===== src/fts_free_stack.sv =====
// lifo stack of freed thread ids
`default_nettype none
module fts_free_stack #(
  parameter int MAX_THREADS = 64,
  parameter int IW = 6,
  parameter int CW = 7
) (
  input  wire logic          clk,
  input  wire logic          rst,
  input  wire logic          push,
  input  wire logic [IW-1:0] push_id,
  input  wire logic          pop,
  output logic [CW-1:0]      count,
  output logic [IW-1:0]      top_id
);
  logic [IW-1:0] mem [MAX_THREADS];

  always_ff @(posedge clk) begin
    if (push && count < CW'(MAX_THREADS)) begin
      mem[IW'(count)] <= push_id;
    end
    top_id <= mem[IW'(count - 1'b1)];
  end

  always_ff @(posedge clk) begin
    if (rst) begin
      count <= '0;
    end else if (push) begin
      if (count < CW'(MAX_THREADS)) count <= count + 1'b1;
    end else if (pop) begin
      count <= count - 1'b1;
    end
  end
endmodule
`default_nettype wire


===== config.mk =====
export PLATFORM = sky130hd
export DESIGN_NAME = fts_free_stack
export DESIGN_NICKNAME = d
export VERILOG_FILES = /design/src/fts_free_stack.sv
export SDC_FILE = /design/constraint.sdc
export NUM_CORES = 1
export LEC_CHECK = 0
export BUFFER_PORTS_ARGS = -buffer_cell sky130_fd_sc_hd__buf_2
export CORE_MARGIN = 1
export CORE_UTILIZATION = 60
export CTS_CLUSTER_SIZE = 14
export DETAILED_ROUTE_END_ITERATION = 8
export HOLD_SLACK_MARGIN = 0.05
export PLACE_DENSITY = 0.76
export SLEW_MARGIN = 0
export SYNTH_ARGS = -nofsm -noshare
export SYNTH_HDL_FRONTEND = slang
export SYNTH_SLANG_ARGS = --single-unit

===== constraint.sdc =====
create_clock -name clk -period 4.2 [get_ports clk]
set_input_delay 0.84 -clock clk [delete_from_list [all_inputs] [get_ports clk]]
set_output_delay 0.84 -clock clk [all_outputs]
set_load 0.01 [all_outputs]

; ---- After elaboration in Yosys (flattened, before gate mapping)
; Memory sizes are Yosys's and may differ from the RTL's. A register that Yosys moved wholly into a read port is not among the register bits.
; Cells that the tools add are included.
; Widths: inputs -> output; s select.
[totals]
reg_bits = 7
latchBits = 0
ramBits = 384
mem_bits_ro = 0
in_bits = 10
n_memories = 1
[mem_list]
columns = memory, depth, width, read_ports, rd_ports_with_merged_regs, wr, line_no
row1 = mem, 64, 6, 1, 1, 1, 16  ; logic [IW-1:0] mem [MAX_THREADS];
[classes]
n_addsub = 2
mul = 0
div = 0
magnitude_cmp = 1
n_eq_ne = 1
shift = 0
mux = 5
bitwise = 0
n_reduce_logical = 3
[op_table]
columns = op, n
row1 = $mux 7, 3
row2 = $add 7x1->7 const B, 1
row3 = $lt 7x7->1 const B, 1
row4 = $sub 7x1->7 const B, 1
row5 = $mux 1, 2
row6 = $ne 2x1->1 const B, 1
row7 = $reduce_and 2->1, 1
row8 = $reduce_bool 2->1, 1
row9 = $logic_and 1x1->1, 1

; ---- Depth between registers and ports, before layout
; Gate-level depths: netlist of the first run.
[logic_depth]
depth_word = 4
depth_mapped = 12

; ---- Worst setup path before layout of the first run
; OpenSTA, ideal clock, no wires.
[synth_path]
path_type = register -> register
startpoint = register count[0]
endpoint = register top_id[0] (read register of mem)
setup_time_ps = 142
arrival_ps = 2967
required_time_ps = 4058
slack_ps = 1090
stages_incl_launch_ff = 13
path_buffers = 6
synth_period_minus_slack_ps = 3110
path_cell_list = dfxtp_1 -> buf_6 -> buf_2 -> buf_2 -> inv_1 -> ha_1 -> buf_2 -> buf_2 -> clkbuf_1 -> mux4_2 -> a21boi_0 -> o41ai_1 -> o2111ai_1
[synth_via]
elab_chain_cells = 1
[synth_rtl]
columns = item, line_no
row1 = from (decl), 13  ; output logic [CW-1:0] count,
row2 = from (signal assigned), 29  ; if (count < CW'(MAX_THREADS)) count <= count + 1'b1;
row3 = from (signal assigned), 31  ; count <= count - 1'b1;
row4 = $sub 7x1->7, --
row5 = to (decl), 14  ; output logic [IW-1:0] top_id
; No other way between the ends.
; A chain may end at the register's enable or synchronous reset.

; ---- Worst setup path in the final report of the first run
[layout_path]
startpoint = register count[3]
endpoint = register top_id[1] (read register of mem)
; Same word-level chain as after synthesis.

==> load_flow_metrics.sql, run 1 <==
INSERT INTO impl_metrics (metric_group, metric, value, unit) VALUES
('pwr', 'power_density', '535.0', 'nW/um^2'),
('setup_path', 'crit_slowest_cell', 'sky130_fd_sc_hd__o41ai_1', ''),
('sta', 'clock_skew', '0.02439', 'ns'),
('place', 'postPlaceCellArea', '16340', 'sq um'),
('setup_path', 'reg2reg_slack', '0.46', 'ns'),
('sta', 'totalNegativeSetupSlack', '0', 'ns'),
('clocking', 'clock_path_buffers', '3', ''),
('setup_path', 'start_kind', 'register', ''),
('place', 'port_buffers', '22', ''),
('yosys', 'ys.flop_type', 'sky130_fd_sc_hd__edfxtp_1', ''),
('grt', 'grt_start_max_net_pins', '65', ''),
('yosys', 'ys_top_cells_by_area', 'sky130_fd_sc_hd__edfxtp_1 72%, sky130_fd_sc_hd__mux4_2 14%, sky130_fd_sc_hd__a21boi_0 1.9%, sky130_fd_sc_hd__nor2_1 1.9%, sky130_fd_sc_hd__dfxtp_1 1.6%', ''),
('yosys', 'combined_area_of_all_synthesized_cells', '15980', 'sq um'),
('floorplan', 'starting_density', '61.31', '%'),
('final_layout', 'layout.core_utilization', '67.35', '%'),
('setup_path', 'critical_path.cell_chain', 'buf_4 -> o21a_1 -> o21ai_2 -> a21boi_0 -> o41ai_1 -> o2111ai_1', ''),
('grt', 'grt_util_all_layers', '27.09', '%'),
('pwr', 'leakage', '5.404', 'nW'),
('sta', 'tightestPinTransition', '1.307', 'ns'),
('setup_path', 'r2r-start', 'count[3]', ''),
('sta', 'rsz0062_at_grt', 'no', ''),
('yosys', 'fraction_of_post_synthesis_cell_area_in_the_top_cell_type_by_area', '72.18', '%'),
('setup_path', 'timing.rr.end', 'top_id[1]', ''),
('yosys', 'syn_nets', '838', ''),
('route', 'drt_iter0_markers', '1041', ''),
('outcome', 'status', 'completed', ''),
('floorplan', 'die_w', '165.2', 'um'),
('min_path', 'min_delay_path_class', 'in2reg', ''),
('job', 'cap_viol_max_count', '0', ''),
('min_path', 'min-delay-start', 'pop', ''),
('clocking', 'ctsHtreeMaxLevel', '2', ''),
('yosys', 'ys_async_sr_fraction', '0', '%'),
('floorplan', 'floorplan.rows', '59', ''),
('clocking', 'cts_sinks', '397', ''),
('setup_path', 'cp_data_required_time', '4.53', 'ns'),
('final_layout', 'layout.cell_area.non_filler', '17550', 'sq um'),
('final_layout', 'flow.area_growth_from_synthesis', '9.868', '%'),
('clocking', 'path_clk_slew', '0.06', 'ns'),
('setup_path', 'critical_path_class', 'reg2reg', ''),
('clocking', 'cts_tree', 'built', ''),
('min_path', 'holdPathEnd', 'count[6]', ''),
('clocking', 'insertion_delay', '0.54', 'ns'),
('clocking', 'total_cts_buffers', '40', ''),
('final_layout', 'most_common_cell_after_layout_fill_and_taps_aside', 'sky130_fd_sc_hd__edfxtp_1', ''),
('floorplan', 'floorplan.core_area', '26060', 'sq um'),
('clocking', 'postCtsSetupRepairBufs', '0', ''),
('setup_path', 'cp.buffers_inverters', '1', ''),
('place', 'place_hpwl', '20700', 'um'),
('final_layout', 'layout_common_cells', '384 x sky130_fd_sc_hd__edfxtp_1, 96 x sky130_fd_sc_hd__mux4_2, 80 x sky130_fd_sc_hd__nor2_1', ''),
('sta', 'max_clock_freq', '267.4', 'MHz'),
('floorplan', 'pin_count', '23', ''),
('sta', 'timing.final.setup_violations', '0', ''),
('route', 'vias_per_cell', '6.643', ''),
('setup_path', 'ff2ff_path_depth', '6', ''),
('min_path', 'worstHoldPathCells', '2', ''),
('sta', 'hold_violations', '0', ''),
('yosys', 'synth_largest_area_cell', 'sky130_fd_sc_hd__edfxtp_1', ''),
('yosys', 'synth_enable_flop_cells', '384', ''),
('sta', 'max_slew_margin', '12.87', '%'),
('route', 'drt_pre_antenna_iters', '6', ''),
('final_layout', 'num-nets-final', '866', ''),
('grt', 'grt.overflow.total', '0', ''),
('yosys', 'yosys_warnings', '0', ''),
('sta', 'drv_slew', '0', ''),
('clocking', 'post_cts_resize_count', '0', ''),
('yosys', 'post_synthesis_register_bit_count', '397', ''),
('place', 'globalplace.congestion', '0.8543', ''),
('setup_path', 'slowest_delay', '1.17', 'ns'),
('sta', 'layout_worst_path_cycle_share', '89.03', '%'),
('yosys', 'ys_types', '51', ''),
('floorplan', 'die_h', '165.2', 'um');
## flip-flops by register name, summed over array words and instances (netlist names)
signal / cells
mem: 384
top_id: 6
count: 7
## power breakdown
group / total [mW] / internal, mW / leakage, nW / switching (mW)
registers: 4.49 / 4.42 / 3.56 / 0.0658
logic: 1.57 / 0.653 / 1.25 / 0.913
clock network: 3.34 / 1.91 / 0.590 / 1.43
## worst max path at each step
stage / start / to / slack (ns) / depth (start not counted)
after floorplan: count[0] / top_id[0] / 1.09 / 12
after global placement: count[0] / top_id[0] / 0.77 / 5
after detailed placement: count[0] / top_id[4] / 0.70 / 5
after CTS: count[0] / top_id[0] / 0.71 / 5
after global routing: count[3] / top_id[0] / 0.45 / 6
final: count[3] / top_id[1] / 0.46 / 6
## final cells by class
cell class	instances	area, sq um
flip-flops and latches	397	11800
clock buffers	51	1064
multi-input cells	367	3856
inverters	14	52.55
fillers	1614	8507
diodes	2	5.005
well taps	335	419.2
repair buffers	34	212.7
clock inverters	20	147.6
## synth_stat cells (all sizes together) (3+ instances only)
cell and count:
a211oi 6, a21boi 42, a21oi 4, and3 4, buf 26, clkbuf 22, dfxtp 13, edfxtp 384
inv 14, mux4 96, nand2 9, nand3 6, nand3b 4, nand4 4, nor2 80, nor2b 41
nor3 4, o2111ai 6, o21ai 5, o22ai 6, o41ai 19, xnor2 3
## cells by family after synthesis
| group | count (synthesis) | synth area share [%] |
|---|---|---|
| flip-flops | 397 | 73.81 |
| AND/OR/NAND/NOR | 165 | 5.161 |
| multiplexers | 98 | 13.67 |
| AO/OA/AOI/OAI | 97 | 4.801 |
| buffers and inverters | 62 | 2.130 |
| XOR/XNOR | 5 | 0.2742 |
| adder cells (fa/ha/maj) | 2 | 0.1566 |
## through the flow
stage          hold WS (ns)  worst slack [ns]  power (mW)  instances
2_1_floorplan        0.5704             1.090       5.638        826
3_3_place_gp         0.5758            0.7692       6.080       1147
3_5_place_dp         0.6017            0.6968       6.119       1147
4_1_cts              0.5268            0.7082       9.417       1218
5_1_grt              0.5370            0.4519       9.671       1218
6_report             0.5447            0.4608       9.390       1220
## worst register-to-register path: stages, from the launching register on
cell                        delay, ns
sky130_fd_sc_hd__dfxtp_1         0.44
sky130_fd_sc_hd__buf_4           0.27
sky130_fd_sc_hd__o21a_1          0.15
sky130_fd_sc_hd__o21ai_2         0.97
sky130_fd_sc_hd__a21boi_0        0.25
sky130_fd_sc_hd__o41ai_1         1.17
sky130_fd_sc_hd__o2111ai_1       0.28
## metal layers
metal	up-vias	wire length (um)	global-route usage, %
met3	85	3216	6.094
met5	-	0	0
li1	3406	-	-
met1	4141	13360	38.12
met4	0	1263	11.30
met2	473	16770	41.44
Note: power is estimated with default switching activity, not from simulation.
==> run 2: changes to the inputs <==
- GPL_TIMING_DRIVEN: default -> 0
==> load_flow_metrics.sql, run 2 (synthesized netlist as in run 1, its figures left out) <==
INSERT INTO impl_metrics (metric_group, metric, value, unit) VALUES
('outcome', 'status', 'completed', ''),
('route', 'route.detailed.wl_per_inst', '28.80', 'um'),
('place', 'place.detailed.instances', '1182', ''),
('final_layout', 'top_register', 'mem', ''),
('floorplan', 'floorplan.rows', '59', ''),
('clocking', 'root_buffer', 'sky130_fd_sc_hd__clkbuf_16', ''),
('setup_path', 'cp_max_fo', '18', ''),
('clocking', 'post_cts_hold_buffer_count', '0', ''),
('clocking', 'insertion_delay', '0.53', 'ns'),
('setup_path', 'crit_slowest_cell', 'sky130_fd_sc_hd__o41ai_1', ''),
('min_path', 'min-delay-start', 'pop', ''),
('clocking', 'cts_sinks', '397', ''),
('clocking', 'clock_path_buffers', '3', ''),
('setup_path', 'cp.buffers_inverters', '5', ''),
('place', 'port_buffers', '21', ''),
('route', 'num_vias', '8418', ''),
('sta', 'hold_violations', '0', ''),
('route', 'total_length_of_routed_wires', '36030', 'um'),
('setup_path', 'critical_path.most_common_cell', 'sky130_fd_sc_hd__buf_2', ''),
('setup_path', 'cp_data_required_time', '4.53', 'ns'),
('route', 'drt_pre_antenna_iters', '5', ''),
('setup_path', 'r2r-start', 'count[0]', ''),
('final_layout', 'final-instance-count-excl-fill', '1251', ''),
('setup_path', 'timing.critical_path.to_type', 'register', ''),
('floorplan', 'floorplan.core_area', '26060', 'sq um'),
('min_path', 'min_delay_path_class', 'in2reg', ''),
('setup_path', 'ff2ff_path_depth', '10', ''),
('setup_path', 'critical_path.top_delay_family', 'buffers and inverters', ''),
('sta', 'rsz0062_at_grt', 'no', ''),
('setup_path', 'slowest_delay', '0.66', 'ns'),
('sta', 'clock_skew', '0.01699', 'ns'),
('sta', 'tightestPinTransition', '1.248', 'ns'),
('final_layout', 'flip_flop_count_of_the_largest_register_after_layout', '384', ''),
('clocking', 'cts_tree', 'built', ''),
('sta', 'max_clock_freq', '255.8', 'MHz'),
('floorplan', 'die_h', '165.2', 'um'),
('sta', 'finalWorstPathRequiredPeriod', '3.910', 'ns'),
('place', 'place_hpwl', '22910', 'um'),
('setup_path', 'timing.rr.end', 'top_id[3]', ''),
('grt', 'grt_util_all_layers', '27.64', '%'),
('job', 'cap_viol_max_count', '0', ''),
('route', 'antenna_violating_nets_post_route', '0', ''),
('final_layout', 'most_common_cell_after_layout_fill_and_taps_aside', 'sky130_fd_sc_hd__edfxtp_1', ''),
('final_layout', 'layout.cell_area.non_filler', '17740', 'sq um'),
('sta', 'layout_worst_path_cycle_share', '93.09', '%'),
('clocking', 'total_cts_buffers', '39', ''),
('place', 'globalplace.congestion', '0.9053', ''),
('final_layout', 'nFillCells', '1565', ''),
('grt', 'grt_first_pass_wirelength', '53320', 'um'),
('floorplan', 'dieArea', '27280', 'sq um'),
('sta', 'max_slew_margin', '16.82', '%'),
('min_path', 'worstHoldPathCells', '2', ''),
('pwr', 'power_density', '539.0', 'nW/um^2'),
('route', 'drt_iter0_markers', '1090', ''),
('route', 'vias_per_cell', '6.729', ''),
('clocking', 'ctsHtreeMaxLevel', '2', ''),
('pwr', 'leakage', '5.530', 'nW'),
('final_layout', 'biggestRegsByFlops', 'mem (384), count (7), top_id (6)', ''),
('final_layout', 'drive_above_1_share', '22.82', '%'),
('min_path', 'holdPathEnd', 'count[6]', ''),
('pwr', 'fin_total_pwr', '9.562', 'mW'),
('route', 'drt_drc_violations_left', '0', ''),
('grt', 'antenna_found_initial', '0', ''),
('final_layout', 'n_antenna_cell', '0', ''),
('final_layout', 'num-nets-final', '899', ''),
('final_layout', 'layout.core_utilization', '68.08', '%'),
('floorplan', 'starting_density', '61.31', '%'),
('sta', 'timing.final.setup_violations', '0', ''),
('floorplan', 'die_w', '165.2', 'um'),
('grt', 'grt.overflow.total', '0', ''),
('setup_path', 'reg2reg_slack', '0.29', 'ns'),
('pwr', 'max-vdd-ir-drop', '0.5253', 'mV'),
('clocking', 'postCtsSetupRepairBufs', '0', ''),
('clocking', 'path_clk_slew', '0.06', 'ns'),
('grt', 'first_global_vias', '8435', ''),
('final_layout', 'flow.area_growth_from_synthesis', '11.04', '%'),
('place', 'postPlaceCellArea', '16500', 'sq um'),
('setup_path', 'critical_path_class', 'reg2reg', ''),
('sta', 'drv_slew', '0', ''),
('floorplan', 'pin_count', '23', ''),
('grt', 'grt_start_max_net_pins', '65', ''),
('setup_path', 'critical_path.cell_chain', 'buf_6 -> buf_2 -> inv_1 -> ha_1 -> buf_2 -> clkbuf_1 -> mux4_2 -> nor2b_1 -> o41ai_1 -> o2111ai_1', ''),
('setup_path', 'start_kind', 'register', ''),
('final_layout', 'layout_common_cells', '384 x sky130_fd_sc_hd__edfxtp_1, 96 x sky130_fd_sc_hd__mux4_2, 80 x sky130_fd_sc_hd__nor2_1', ''),
('setup_path', 'cp.arrival', '4.24', 'ns');
[run 2: how the worst max path moves through the flow]
stage                   from        end  cells past startpoint
floorplan           count[0]  top_id[0]                     12
global placement    count[0]  top_id[3]                     12
detailed placement  count[0]  top_id[3]                     12
CTS                 count[0]  top_id[5]                     11
global route        count[0]  top_id[2]                     11
finish              count[0]  top_id[3]                     10
[run 2: area by class of cell]
cell class | instances | area (sq um) | share of cell area (%)
Clock buffer | 46 | 1045 | 5.889
Inverter | 14 | 52.55 | 0.2962
Buffer | 47 | 291.5 | 1.643
Timing Repair Buffer | 21 | 105.1 | 0.5925
Clock inverter | 24 | 183.9 | 1.037
Tap cell | 335 | 419.2 | 2.363
Multi-Input combinational cell | 367 | 3851 | 21.71
Sequential cell | 397 | 11790 | 66.47
[run 2: worst reg2reg max path: cells and delay by family, from the launching register on]
family | cells | cell delay (ns)
and+or+nand+nor | 1 | 0.15
AOI/OAI and AO/OA | 2 | 0.96
DFF | 1 | 0.36
buffers and inverters | 5 | 1.54
adders and majority gates | 1 | 0.31
muxes | 1 | 0.41
[run 2: timing repair]
action                                  4_1_cts  5_1_grt
resized for setup                             6        4
endpoints found under the setup margin        6        6
cloned                                        0        0
[run 2: power by group]
group	internal [mW]	switching, mW	total [mW]
Clock	1.96	1.42	3.38
Combinational	0.698	1.04	1.74
Sequential	4.42	0.0287	4.45
[run 2: metrics by stage]
step	TNS [ns]	setup WS, ns	hold WS (ns)
after floorplan	0	1.090	0.5704
after global placement	-0.4661	-0.2328	0.5745
after detailed placement	-0.9931	-0.2610	0.5850
after CTS	0	0.009438	0.5390
after global routing	0	0.1564	0.5458
final	0	0.2901	0.5650
[run 2: layer usage]
layer	GRT usage [%]	part of all wire (%)	vias to the layer above
met5	0	0	-
met4	10.88	4.1	0
met3	4.520	9.4	102
met2	44.86	49	494
met1	37.91	38	4343
li1	-	-	3479
